### src/rtl/sawarq_pkg.sv
// Shared types, codes and helpers of the stop-and-wait ARQ endpoint.
`timescale 1ns / 1ps
package sawarq_pkg;

    // Input item kinds (carried on s_tuser)
    localparam logic [1:0] MODE_SEND = 2'd0;
    localparam logic [1:0] MODE_RX   = 2'd1;
    localparam logic [1:0] MODE_TICK = 2'd2;

    // Configuration register indexes
    localparam logic [1:0] CFG_ACK_TIMEOUT = 2'd0;
    localparam logic [1:0] CFG_TRY_LIMIT   = 2'd1;
    localparam logic [1:0] CFG_DATA_TYPE   = 2'd2;
    localparam logic [1:0] CFG_ACK_TYPE    = 2'd3;

    localparam logic [15:0] ACK_TIMEOUT_RST = 16'd5000;
    localparam logic [3:0]  TRY_LIMIT_RST   = 4'd3;
    localparam logic [7:0]  DATA_TYPE_RST   = 8'd0;
    localparam logic [7:0]  ACK_TYPE_RST    = 8'd1;

    // Output buffer: four result slots
    localparam int unsigned OBUF_AW = 2;

    typedef enum logic [2:0] {
        ACT_SEND_DATA  = 3'd0,
        ACT_SEND_ACK   = 3'd1,
        ACT_DELIVER    = 3'd2,
        ACT_SEND_FAIL  = 3'd3,
        ACT_QUEUE_FULL = 3'd4
    } action_t;

    typedef struct packed {
        logic [15:0] port;
        logic [31:0] addr;
        logic [15:0] handle;
    } entry_t;

    typedef struct packed {
        action_t     action;
        logic [7:0]  out_type;
        logic [7:0]  out_seq;
        entry_t      peer;
        logic        last;
    } result_t;

    // Up to two results written per processed transaction
    typedef struct packed {
        logic [1:0] cnt;
        result_t    r0;
        result_t    r1;
    } res_wr_t;

    function automatic result_t mk_result(action_t a, logic [7:0] t, logic [7:0] s,
                                          entry_t e);
        result_t r;
        r.action   = a;
        r.out_type = t;
        r.out_seq  = s;
        r.peer     = e;
        r.last     = 1'b0;
        return r;
    endfunction

endpackage

### src/rtl/sawarq_ram.sv
// Generic single-write, single-read RAM with registered read data.
`timescale 1ns / 1ps
module sawarq_ram #(
    parameter int unsigned WIDTH = 64,
    parameter int unsigned DEPTH = 8
) (
    input  logic                                   aclk,
    input  logic                                   wr_en,
    input  logic [(DEPTH > 1 ? $clog2(DEPTH) : 1)-1:0] wr_addr,
    input  logic [WIDTH-1:0]                       wr_data,
    input  logic [(DEPTH > 1 ? $clog2(DEPTH) : 1)-1:0] rd_addr,
    output logic [WIDTH-1:0]                       rd_data
);
    logic [WIDTH-1:0] mem [DEPTH];

    always_ff @(posedge aclk) begin
        if (wr_en) begin
            mem[wr_addr] <= wr_data;
        end
        rd_data <= mem[rd_addr];
    end

endmodule

### src/rtl/sawarq_out_buf.sv
// Four-slot result buffer: takes up to two results a cycle, hands out one while the sink is ready.
`timescale 1ns / 1ps
module sawarq_out_buf (
    input  logic                aclk,
    input  logic                aresetn,
    input  sawarq_pkg::res_wr_t wr,
    output logic                room,
    output logic                m_tvalid,
    input  logic                m_tready,
    output sawarq_pkg::result_t m_res
);
    localparam int unsigned AW = sawarq_pkg::OBUF_AW;

    sawarq_pkg::result_t mem_reg [2**AW];
    logic [AW-1:0] wr_ptr_reg, wr_ptr_next;
    logic [AW-1:0] rd_ptr_reg, rd_ptr_next;
    logic [AW:0]   cnt_reg, cnt_next;
    logic          pop;

    // room for two more results
    assign room     = cnt_reg <= (AW+1)'(2**AW - 2);
    assign m_tvalid = cnt_reg != '0;
    assign m_res    = mem_reg[rd_ptr_reg];
    assign pop      = m_tvalid && m_tready;

    always_comb begin
        wr_ptr_next = wr_ptr_reg + AW'(wr.cnt);
        rd_ptr_next = pop ? rd_ptr_reg + AW'(1) : rd_ptr_reg;
        cnt_next    = cnt_reg + (AW+1)'(wr.cnt) - (AW+1)'(pop);
    end

    always_ff @(posedge aclk) begin
        if (!aresetn) begin
            wr_ptr_reg <= '0;
            rd_ptr_reg <= '0;
            cnt_reg    <= '0;
        end else begin
            wr_ptr_reg <= wr_ptr_next;
            rd_ptr_reg <= rd_ptr_next;
            cnt_reg    <= cnt_next;
        end
    end

    always_ff @(posedge aclk) begin
        if (wr.cnt != 2'd0) begin
            mem_reg[wr_ptr_reg] <= wr.r0;
        end
        if (wr.cnt == 2'd2) begin
            mem_reg[wr_ptr_reg + AW'(1)] <= wr.r1;
        end
    end

`ifndef SYNTHESIS
    a_no_overflow: assert property (@(posedge aclk) disable iff (!aresetn)
        wr.cnt != 2'd0 |-> room)
        else $error("result buffer written without room");
`endif

endmodule

### src/rtl/sawarq_core.sv
// Input register, ARQ state, send queue control and per-transaction decision.
`timescale 1ns / 1ps
module sawarq_core #(
    parameter int unsigned QUEUE_DEPTH = 8
) (
    input  logic                aclk,
    input  logic                aresetn,
    // input transactions, fields already unpacked
    input  logic                s_tvalid,
    output logic                s_tready,
    input  logic [1:0]          s_mode,
    input  logic [7:0]          s_frame_type,
    input  logic [7:0]          s_frame_seq,
    input  sawarq_pkg::entry_t  s_peer,
    // configuration
    input  logic                cfg_wr_en,
    input  logic [1:0]          cfg_index,
    input  logic [15:0]         cfg_wdata,
    // results
    input  logic                room,
    output sawarq_pkg::res_wr_t res_wr
);
    localparam int unsigned AW = (QUEUE_DEPTH > 1) ? $clog2(QUEUE_DEPTH) : 1;
    localparam int unsigned CW = $clog2(QUEUE_DEPTH + 1);
    localparam int unsigned SW = AW + 1;
    localparam int unsigned EW = $bits(sawarq_pkg::entry_t);

    // configuration
    logic [15:0] ack_timeout_reg;
    logic [3:0]  try_limit_reg;
    logic [7:0]  data_type_reg;
    logic [7:0]  ack_type_reg;

    // input register
    logic               in_valid_reg, in_valid_next;
    logic [1:0]         in_mode_reg;
    logic [7:0]         in_type_reg;
    logic [7:0]         in_seq_reg;
    sawarq_pkg::entry_t in_peer_reg;

    // protocol state
    logic               waiting_reg, waiting_next;
    logic [7:0]         seq_reg, seq_next;
    logic [3:0]         attempt_reg, attempt_next;
    logic [15:0]        ticks_reg, ticks_next;
    logic [AW-1:0]      head_reg, head_next;
    logic [CW-1:0]      count_reg, count_next;
    sawarq_pkg::entry_t head_entry_reg, head_entry_next;

    // queue storage and the entry behind the head
    logic               wr_en;
    logic [AW-1:0]      wr_addr;
    logic [AW-1:0]      rd_addr;
    logic [EW-1:0]      rd_data;
    logic               fwd_reg;
    sawarq_pkg::entry_t fwd_data_reg;
    sawarq_pkg::entry_t next_entry;
    logic [SW-1:0]      tail_sum;

    logic               fire;
    logic               do_fail;
    logic               do_pop;
    logic [3:0]         att_inc;
    logic [15:0]        ticks_inc;
    logic [1:0]         rcnt;
    sawarq_pkg::result_t res0, res1, send_next;

    function automatic logic [AW-1:0] ptr_inc(logic [AW-1:0] p);
        return (p == AW'(QUEUE_DEPTH - 1)) ? '0 : p + AW'(1);
    endfunction

    assign fire     = in_valid_reg && room;
    assign s_tready = !in_valid_reg || fire;

    assign tail_sum = SW'(head_reg) + SW'(count_reg);
    assign wr_addr  = (tail_sum >= SW'(QUEUE_DEPTH)) ?
                      AW'(tail_sum - SW'(QUEUE_DEPTH)) : tail_sum[AW-1:0];
    // read data lines up with the state written at the same edge
    assign rd_addr  = ptr_inc(head_next);
    assign next_entry = fwd_reg ? fwd_data_reg : sawarq_pkg::entry_t'(rd_data);

    assign ticks_inc = (ticks_reg != 16'hFFFF) ? ticks_reg + 16'd1 : ticks_reg;
    assign att_inc   = attempt_reg + 4'd1;

    always_comb begin
        in_valid_next   = in_valid_reg;
        waiting_next    = waiting_reg;
        seq_next        = seq_reg;
        attempt_next    = attempt_reg;
        ticks_next      = ticks_reg;
        head_next       = head_reg;
        count_next      = count_reg;
        head_entry_next = head_entry_reg;
        wr_en           = 1'b0;
        do_fail         = 1'b0;
        do_pop          = 1'b0;
        rcnt            = 2'd0;
        res0            = '0;
        res1            = '0;
        send_next = sawarq_pkg::mk_result(sawarq_pkg::ACT_SEND_DATA, data_type_reg,
                                          seq_reg + 8'd1, next_entry);

        if (fire) begin
            in_valid_next = 1'b0;
        end
        if (s_tvalid && s_tready) begin
            in_valid_next = 1'b1;
        end

        if (fire) begin
            unique case (in_mode_reg)
                sawarq_pkg::MODE_SEND: begin
                    if (count_reg >= CW'(QUEUE_DEPTH)) begin
                        res0 = sawarq_pkg::mk_result(sawarq_pkg::ACT_QUEUE_FULL, 8'd0, 8'd0,
                                                     in_peer_reg);
                        rcnt = 2'd1;
                    end else begin
                        wr_en      = 1'b1;
                        count_next = count_reg + CW'(1);
                        if (count_reg == '0) begin
                            head_entry_next = in_peer_reg;
                        end
                        // idle means empty, so the new entry is the head
                        if (!waiting_reg) begin
                            seq_next     = seq_reg + 8'd1;
                            res0 = sawarq_pkg::mk_result(sawarq_pkg::ACT_SEND_DATA,
                                                         data_type_reg, seq_reg + 8'd1,
                                                         in_peer_reg);
                            rcnt         = 2'd1;
                            waiting_next = 1'b1;
                            ticks_next   = '0;
                        end
                    end
                end
                sawarq_pkg::MODE_RX: begin
                    if (in_type_reg == data_type_reg) begin
                        res0 = sawarq_pkg::mk_result(sawarq_pkg::ACT_SEND_ACK, ack_type_reg,
                                                     in_seq_reg,
                                                     '{port: in_peer_reg.port,
                                                       addr: in_peer_reg.addr,
                                                       handle: 16'd0});
                        res1 = sawarq_pkg::mk_result(sawarq_pkg::ACT_DELIVER, in_type_reg,
                                                     in_seq_reg, in_peer_reg);
                        rcnt = 2'd2;
                    end else if (in_type_reg == ack_type_reg && waiting_reg) begin
                        if (in_seq_reg == seq_reg) begin
                            do_pop = 1'b1;
                        end else begin
                            do_fail = 1'b1;
                        end
                    end
                end
                sawarq_pkg::MODE_TICK: begin
                    if (waiting_reg) begin
                        ticks_next = ticks_inc;
                        if (ticks_inc >= ack_timeout_reg) begin
                            do_fail = 1'b1;
                        end
                    end
                end
                default: ;
            endcase

            if (do_fail) begin
                if (att_inc < try_limit_reg) begin
                    res0 = sawarq_pkg::mk_result(sawarq_pkg::ACT_SEND_DATA, data_type_reg,
                                                 seq_reg, head_entry_reg);
                    rcnt         = 2'd1;
                    attempt_next = att_inc;
                    ticks_next   = '0;
                end else begin
                    res0 = sawarq_pkg::mk_result(sawarq_pkg::ACT_SEND_FAIL, 8'd0, seq_reg,
                                                 head_entry_reg);
                    rcnt   = 2'd1;
                    do_pop = 1'b1;
                end
            end

            if (do_pop) begin
                head_next       = ptr_inc(head_reg);
                count_next      = count_reg - CW'(1);
                head_entry_next = next_entry;
                waiting_next    = 1'b0;
                ticks_next      = '0;
                attempt_next    = '0;
                // back to idle with frames left: send the next one at once
                if (count_reg > CW'(1)) begin
                    seq_next     = seq_reg + 8'd1;
                    waiting_next = 1'b1;
                    if (rcnt == 2'd0) begin
                        res0 = send_next;
                    end else begin
                        res1 = send_next;
                    end
                    rcnt = rcnt + 2'd1;
                end
            end
        end

        if (rcnt == 2'd1) begin
            res0.last = 1'b1;
        end
        if (rcnt == 2'd2) begin
            res1.last = 1'b1;
        end
    end

    assign res_wr.cnt = rcnt;
    assign res_wr.r0  = res0;
    assign res_wr.r1  = res1;

    sawarq_ram #(
        .WIDTH (EW),
        .DEPTH (QUEUE_DEPTH)
    ) u_queue (
        .aclk    (aclk),
        .wr_en   (wr_en),
        .wr_addr (wr_addr),
        .wr_data (in_peer_reg),
        .rd_addr (rd_addr),
        .rd_data (rd_data)
    );

    always_ff @(posedge aclk) begin
        if (!aresetn) begin
            ack_timeout_reg <= sawarq_pkg::ACK_TIMEOUT_RST;
            try_limit_reg   <= sawarq_pkg::TRY_LIMIT_RST;
            data_type_reg   <= sawarq_pkg::DATA_TYPE_RST;
            ack_type_reg    <= sawarq_pkg::ACK_TYPE_RST;
        end else if (cfg_wr_en) begin
            unique case (cfg_index)
                sawarq_pkg::CFG_ACK_TIMEOUT: ack_timeout_reg <= cfg_wdata;
                sawarq_pkg::CFG_TRY_LIMIT:   try_limit_reg   <= cfg_wdata[3:0];
                sawarq_pkg::CFG_DATA_TYPE:   data_type_reg   <= cfg_wdata[7:0];
                sawarq_pkg::CFG_ACK_TYPE:    ack_type_reg    <= cfg_wdata[7:0];
                default: ;
            endcase
        end
    end

    always_ff @(posedge aclk) begin
        if (!aresetn) begin
            in_valid_reg <= 1'b0;
            waiting_reg  <= 1'b0;
            seq_reg      <= '0;
            attempt_reg  <= '0;
            ticks_reg    <= '0;
            head_reg     <= '0;
            count_reg    <= '0;
            fwd_reg      <= 1'b0;
        end else begin
            in_valid_reg <= in_valid_next;
            waiting_reg  <= waiting_next;
            seq_reg      <= seq_next;
            attempt_reg  <= attempt_next;
            ticks_reg    <= ticks_next;
            head_reg     <= head_next;
            count_reg    <= count_next;
            fwd_reg      <= wr_en && (wr_addr == rd_addr);
        end
    end

    always_ff @(posedge aclk) begin
        if (s_tvalid && s_tready) begin
            in_mode_reg <= s_mode;
            in_type_reg <= s_frame_type;
            in_seq_reg  <= s_frame_seq;
            in_peer_reg <= s_peer;
        end
        head_entry_reg <= head_entry_next;
        fwd_data_reg   <= in_peer_reg;
    end

`ifndef SYNTHESIS
    a_wait_has_frame: assert property (@(posedge aclk) disable iff (!aresetn)
        waiting_reg |-> count_reg != '0)
        else $error("waiting for an ack with an empty queue");
    a_idle_clean: assert property (@(posedge aclk) disable iff (!aresetn)
        !waiting_reg |-> attempt_reg == '0 && ticks_reg == '0)
        else $error("idle with retry state left over");
    a_count_bound: assert property (@(posedge aclk) disable iff (!aresetn)
        count_reg <= CW'(QUEUE_DEPTH))
        else $error("queue count beyond depth");
    a_res_on_fire: assert property (@(posedge aclk) disable iff (!aresetn)
        res_wr.cnt != 2'd0 |-> fire)
        else $error("result produced without a transaction");
`endif

endmodule

### src/rtl/stop_and_wait_arq_endpoint.sv
// Top level of the stop-and-wait ARQ endpoint.
`timescale 1ns / 1ps
// Usage:
//   s_ channel: one transaction per event. s_tuser is the kind: send request,
//   received frame header, or timer tick. s_tdata carries the frame header bytes,
//   the peer port/address and the payload handle.
//   m_ channel: actions (send data, send ack, deliver, send failed, queue full)
//   with m_tlast on the last action caused by one input transaction.
//   cfg_ port: write-only register file (timeout, try limit, DATA/ACK type codes);
//   the user must write it only while the block is idle; the block does not enforce this.
// Path: the first action of an accepted transaction passes through the input register
//   and then the result buffer before it is valid on m_.
// Throughput: one transaction per cycle while each causes at most one action and
//   the sink keeps up; transactions that cause two actions are held back by the
//   one-action-per-cycle m_ channel, which feeds from a four-slot result buffer.
// Reset: queue empty, idle, sequence number 0, registers at defaults.
// Sink stall: results collect in the result buffer; once fewer than two slots
//   are free, s_tready drops after the input register fills. Nothing is lost.
module stop_and_wait_arq_endpoint #(
    parameter int unsigned QUEUE_DEPTH = 8
) (
    input  logic        aclk,
    input  logic        aresetn,
    input  logic        s_tvalid,
    output logic        s_tready,
    input  logic [79:0] s_tdata,  // frame_type, frame_seq, peer_port, peer_addr, payload_handle
    input  logic [1:0]  s_tuser,  // mode
    output logic        m_tvalid,
    input  logic        m_tready,
    output logic [79:0] m_tdata,  // out_type, out_seq, out_port, out_addr, out_handle
    output logic [2:0]  m_tuser,  // action
    output logic        m_tlast,
    input  logic        cfg_wr_en,
    input  logic [1:0]  cfg_index,
    input  logic [15:0] cfg_wdata
);
    sawarq_pkg::entry_t  s_peer;
    sawarq_pkg::res_wr_t res_wr;
    sawarq_pkg::result_t m_res;
    logic                room;

    assign s_peer.port   = s_tdata[31:16];
    assign s_peer.addr   = s_tdata[63:32];
    assign s_peer.handle = s_tdata[79:64];

    sawarq_core #(
        .QUEUE_DEPTH (QUEUE_DEPTH)
    ) u_core (
        .aclk         (aclk),
        .aresetn      (aresetn),
        .s_tvalid     (s_tvalid),
        .s_tready     (s_tready),
        .s_mode       (s_tuser),
        .s_frame_type (s_tdata[7:0]),
        .s_frame_seq  (s_tdata[15:8]),
        .s_peer       (s_peer),
        .cfg_wr_en    (cfg_wr_en),
        .cfg_index    (cfg_index),
        .cfg_wdata    (cfg_wdata),
        .room         (room),
        .res_wr       (res_wr)
    );

    sawarq_out_buf u_out_buf (
        .aclk     (aclk),
        .aresetn  (aresetn),
        .wr       (res_wr),
        .room     (room),
        .m_tvalid (m_tvalid),
        .m_tready (m_tready),
        .m_res    (m_res)
    );

    assign m_tdata = {m_res.peer.handle, m_res.peer.addr, m_res.peer.port,
                      m_res.out_seq, m_res.out_type};
    assign m_tuser = m_res.action;
    assign m_tlast = m_res.last;

endmodule

### config.mk
export PLATFORM = sky130hd
export DESIGN_NAME = stop_and_wait_arq_endpoint
export DESIGN_NICKNAME = d
export VERILOG_FILES = /design/src/rtl/sawarq_pkg.sv /design/src/rtl/sawarq_ram.sv /design/src/rtl/sawarq_out_buf.sv /design/src/rtl/sawarq_core.sv /design/src/rtl/stop_and_wait_arq_endpoint.sv
export SDC_FILE = /design/constraint.sdc
export NUM_CORES = 2
export LEC_CHECK = 0
export CAP_MARGIN = 10
export CORE_MARGIN = 8
export CORE_UTILIZATION = 55
export CTS_CLUSTER_SIZE = 25
export DETAILED_ROUTE_END_ITERATION = 10
export DONT_BUFFER_PORTS = 1
export PLACE_DENSITY_LB_ADDON = 0.3
export REMOVE_ABC_BUFFERS = 1
export SLEW_MARGIN = 5
export SYNTH_ARGS = -nofsm -noshare
export SYNTH_HDL_FRONTEND = slang
export SYNTH_SLANG_ARGS = --single-unit
### constraint.sdc
create_clock -name aclk -period 17.15 [get_ports aclk]
set_clock_uncertainty 0.1 [all_clocks]
set_input_delay 0.8575 -clock aclk [delete_from_list [all_inputs] [get_ports aclk]]
set_output_delay 0.8575 -clock aclk [all_outputs]
set_load 0.005 [all_outputs]
### Yosys cells after proc, flatten, opt, wreduce, memory -nomap -nowiden

Memory sizes are Yosys's and may differ from the RTL's. A register that Yosys moved wholly into a read port is not among the register bits.
Cells that the tools add are included.
Widths: inputs -> output; s select.

| cells by class | value |
|---|---|
| add/subtract/negate cells | 15 |
| magnitude comparators | 6 |
| equal/unequal tests | 15 |
| muxes and demuxes | 87 |
| reductions and logical operators | 25 |

Operators by type and width:

| cell | number |
|---|---|
| $mux 84 | 11 |
| $mux 64 | 5 |
| $pmux 84 s2 | 1 |
| $mux 83 | 2 |
| $mux 16 | 7 |
| $mux 82 | 1 |
| $mux 81 | 1 |
| $mux 8 | 5 |
| $pmux 16 s2 | 1 |
| $mux 1 | 31 |
| $eq 8x8->1 | 3 |
| $mux 4 | 6 |
| $mux 2 | 9 |
| $add 16x1->16 const B | 1 |
| $ge 16x16->1 | 1 |
| $ne 16x16->1 const B | 1 |
| $mux 3 | 5 |
| $reduce_bool 2->1 | 6 |
| $add 4x1->4 const B | 2 |
| $add 8x1->8 const B | 1 |
| $eq 2x2->1 const B | 4 |
| $ge 4x4->1 const B | 2 |
| $reduce_and 2->1 | 4 |
| $add 2x1->2 const B | 3 |
| 24 further kinds | 35 |

| word-level totals | value |
|---|---|
| register bits | 291 |
| RAM bits | 848 |
| input port bits | 105 |
| output and inout port bits | 86 |
| logic and storage cells | 177 |
| memories kept | 2 |

Memories:

| memory | depth | width | read ports | clocked after Yosys merged registers in | write ports | RTL line | source |
|---|---|---|---|---|---|---|---|
| u_core.u_queue.mem | 8 | 64 | 1 | 1 | 1 | sawarq_ram.sv:14 | `logic [WIDTH-1:0] mem [DEPTH];` |
| u_out_buf.mem_reg | 4 | 84 | 1 | 1 | 2 | sawarq_out_buf.sv:14 | `sawarq_pkg::result_t mem_reg [2**AW];` |

### Logic depth before layout (Yosys ltp)

| logic depth | value |
|---|---|
| word-level depth | 16 |
| mapped depth | 25 |
| mapped depth without buffers | 23 |

### Modules after synthesis

Synthesis repeated with hierarchy kept, for this count alone.

| unflattened totals | value |
|---|---|
| cells, all modules | 3395 |
| area, all modules | 53015.8 µm² |

Modules (own cells, without submodules):

| module | times used | cells an instance | area each (µm²) | sequential area each (µm²) |
|---|---|---|---|---|
| sawarq_ram | 1 | 816 | 20547.2 | 16656.0 |
| sawarq_out_buf | 1 | 862 | 17207.8 | 10269.8 |
| sawarq_core | 1 | 1717 | 15260.9 | 7146.9 |

### Worst setup path before layout

OpenSTA, ideal clock, no wires.

| timing path | value |
|---|---|
| path kind | reg-to-reg |
| start | register u_core.ticks_reg[3] |
| end | register u_core.head_entry_reg[0] (netlist name), enable pin |
| data arrival time | 7.245 ns |
| setup slack | 9.298 ns |
| cell stages (with the launch flop) | 18 |
| path through | dfxtp_1 > clkbuf_1 > and4_1 > nand4_1 > nor4_2 > or2_2 > clkbuf_1 > nor2_1 > xnor2_1 > ha_1 > nand4_1 > or4_1 > o32a_1 > a211oi_4 > nor2_1 > clkbuf_1 > clkbuf_1 > a21oi_1 |

| between the ends | value |
|---|---|
| longest elaborated chain between the ends | 11 |
| elaborated cells on any way between the ends | 14 |

RTL lines:

| item | RTL line | source |
|---|---|---|
| start, declared | sawarq_core.sv:45 | `logic [15:0] ticks_reg, ticks_next;` |
| start signal, assigned | sawarq_core.sv:256 | `ticks_reg <= ticks_next;` |
| $add 16x1->16 / $ne 16x16->1 (equally long branches) | sawarq_core.sv:82 | `assign ticks_inc = (ticks_reg != 16'hFFFF) ? ticks_reg + 16'd1 : ticks_reg;` |
| $mux 16 (*) | sawarq_core.sv:82 |  |
| $ge 16x16->1 (*) | sawarq_core.sv:156 | `if (ticks_inc >= ack_timeout_reg) begin` |
| $mux 1 (*) | sawarq_core.sv:156 |  |
| $mux 1 (*) | sawarq_core.sv:154 | `if (waiting_reg) begin` |
| $pmux 1 s2 (*) | sawarq_core.sv:111 | `unique case (in_mode_reg)` |
| $mux 1 (*) | sawarq_core.sv:110 | `if (fire) begin` |
| $mux 1 (*) | sawarq_core.sv:164 | `if (do_fail) begin` |
| $mux 1 (*) | sawarq_core.sv:110 |  |
| $ne 2x2->1 (no source line) / $reduce_bool 2->1 (equally long branches) | -- |  |
| $reduce_and 4->1 (no source line) (*) | -- |  |
| end signal, assigned | sawarq_core.sv:270 | `head_entry_reg <= head_entry_next;` |
| end, declared | sawarq_core.sv:48 | `sawarq_pkg::entry_t head_entry_reg, head_entry_next;` |

Mark *: on every way between the ends. The rest lies on a longest branch, timed or not. The select of a mux whose other input is x is not followed.
A chain may end at the register's enable or synchronous reset.

==> flow_summary.ini <==
[synthesis]
synth-xor-area-share = 0.0108
synth_top_family_by_area = multiplexers
netlist_area_um2 = 50500
synth_edf_count = 986
async_flop_share = 0
synth_fa_ha_area_frac = 0.0105
syn_area_per_cell_um2 = 15.2
synth_compound_area_frac = 0.0974
seq_area_frac_synth = 0.673
yosysWarnings = 0
ys_top_cells_by_area = edfxtp_1, mux4_2, dfxtp_1
synth-simple-area-share = 0.0509
synth_cells = 3323
synth_mux_area_frac = 0.129
synth_cell_types = 78
synth-seq-cells = 1205
synth_area_leader_cell = edfxtp_1
synth_top_area_share = 0.586
synth_ff_type = edfxtp_1

[worst_setup_path]
worst_setup_path_end_kind = flop
cp-start-kind = flop
critPathArrivalTime_ns = 9.22
critical_path_class = reg -> reg
cp_max_fo = 54
cp_data_required_time_ns = 17.39

[die]
initial_core_util = 0.553
boundaryPins = 191
row_count = 111
die_x_um = 319
dieArea_um2 = 102000
die_y_um = 319
core_um2 = 91400

[run]
drv_cap = 0

[power]
power_density_nw_per_um2 = 115
irDropWorstVdd_mv = 0.106
p_leak_nw = 18.1

[global_routing]
grt_pass1_wl_um = 201000
grt_overflow = 0
grt_pass1_vias = 31780
grt_max_degree = 91
antenna_found_initial = 2
grt_usage = 0.259

[placement]
dp.final_hpwl_um = 78500
port-buffer-count = 0
globalplace.congestion = 0.897
placed_area_um2 = 51600

[min_path]
hp-class = in -> reg

[cells_and_area]
largest_register_ffs = 512
fillers = 6569
seqCellArea_um2 = 34000
multi_input_area_um2 = 15300
drive_gt1_frac = 0.170
syn2layout_area_growth_pct = 10.2
finalNetCount = 3403
final_common_cell = edfxtp_1
fin_area_um2 = 55600
layout_common_cells = edfxtp_1, o22ai_1, nand2_1

[timing]
maxSlewHeadroom = 0.136
maxSlewViolCount = 0
finalCritPeriodShare = 0.524
min_period_ns = 8.98
rsz0062_at_grt = false
hold_viol_final = 0
final-setup-viol-count = 0
worst_pin_slew_ns = 1.30
whs_ns = 0.110
fmax_ghz = 0.111

[detailed_routing]
drt_iter0_drc = 4067
drc = 0
vias = 31105
ant_nets = 0
drt_pass1_iterations = 6
viasPerCell = 6.83
wl_per_cell_um = 29.8
wl_um = 135000

[clock_tree]
cts.htree.levels = 3
holdBufCountCts = 0
cts_resized = 0
clk_path_buf_depth = 3
cts_root_buffer = clkbuf_16
clkSlewWorstSetupHoldPaths_ns = 0.06
cts_inserted_buffers = 120
cts.sinks = 1205
clk_latency_ns = 0.73
cts_setup_buffers = 0
cts_tree = done

[run_status]
status = finished clean
-- cells by family (layout without fill, tap and decap cells) --
logic type / after synthesis / count (layout)
mux: 375 / 375
fa+ha+maj: 41 / 41
compound gates: 735 / 735
flops: 1205 / 1205
buf+inv: 354 / 396
other cells: 0 / 1
xor+xnor: 62 / 62
simple gates: 551 / 551
-- final timing paths --
kind                         from                        to  slack, ns  cells past startpoint
max reg2reg   u_core.ticks_reg[3]  u_out_buf.mem_reg[0][51]       8.17                     19
min reg2reg  u_core.ticks_reg[10]      u_core.ticks_reg[10]       0.36                      2
max           u_core.ticks_reg[3]  u_out_buf.mem_reg[0][51]       8.17                     19
min                       aresetn   u_core.try_limit_reg[1]       0.11                      1
-- cell type report --
cell class	count	share of cell area
Clock buffer	162	0.0592
Antenna cell	1	0.0000450
Inverter	111	0.00749
Timing Repair Buffer	55	0.00749
Multi-Input combinational cell	1764	0.275
Tap cell	1186	0.0267
Sequential cell	1205	0.611
Clock inverter	68	0.0126
-- Yosys cell counts (64+ instances only) --
master	number
o22ai_1	324
mux4_2	212
nand3_1	76
nand2_1	255
o211ai_1	79
nor2_1	73
edfxtp_1	986
a21oi_1	70
clkbuf_1	149
buf_2	64
inv_1	110
o21ai_0	100
dfxtp_1	219
nand4_1	66
mux2i_1	95
-- power by group --
part           switching, mW  internal (mW)
Sequential            0.0977           3.23
Clock                   1.12           1.50
Combinational          0.274          0.165
-- metal layers --
layer | wire length (um) | global-route usage | part of all wire
met1 | 51300 | 0.337 | 0.38
met2 | 64100 | 0.416 | 0.47
met3 | 15400 | 0.0747 | 0.11
met4 | 4690 | 0.0970 | 0.035
met5 | 11 | 0 | 0.000081
-- stage by stage --
stage / setup WS [ns] / util / power (mW) / cells / TNS (ns)
after floorplan: -1.86 / - / 3.66 / 3080 / -118.50
after global placement: 8.57 / 0.565 / 3.82 / 4320 / 0
after detailed placement: 8.52 / 0.565 / 3.83 / 4320 / 0
after CTS: 8.47 / 0.608 / 6.44 / 4550 / 0
after global routing: 7.89 / 0.609 / 6.58 / 4551 / 0
final: 8.17 / 0.609 / 6.40 / 4552 / 0
-- critical path, cell delays in order (launching register included) --
cell and delay [ns]:
dfxtp_1 0.49, and4_1 0.30, nand4_1 0.22, nor4_2 0.62
mux2_2 0.44, ha_1 0.27, a2111oi_0 0.57, o32ai_1 0.27
o211ai_4 0.21, buf_4 0.70, nand2_1 0.45, nor2_1 0.83
inv_1 0.20, ha_1 0.37, nor2_1 0.06, o21ai_0 0.16
o32a_2 0.45, nand2_4 0.38, nand2_4 0.65, buf_4 0.75
No activity file was read; power rests on OpenSTA's default activity.
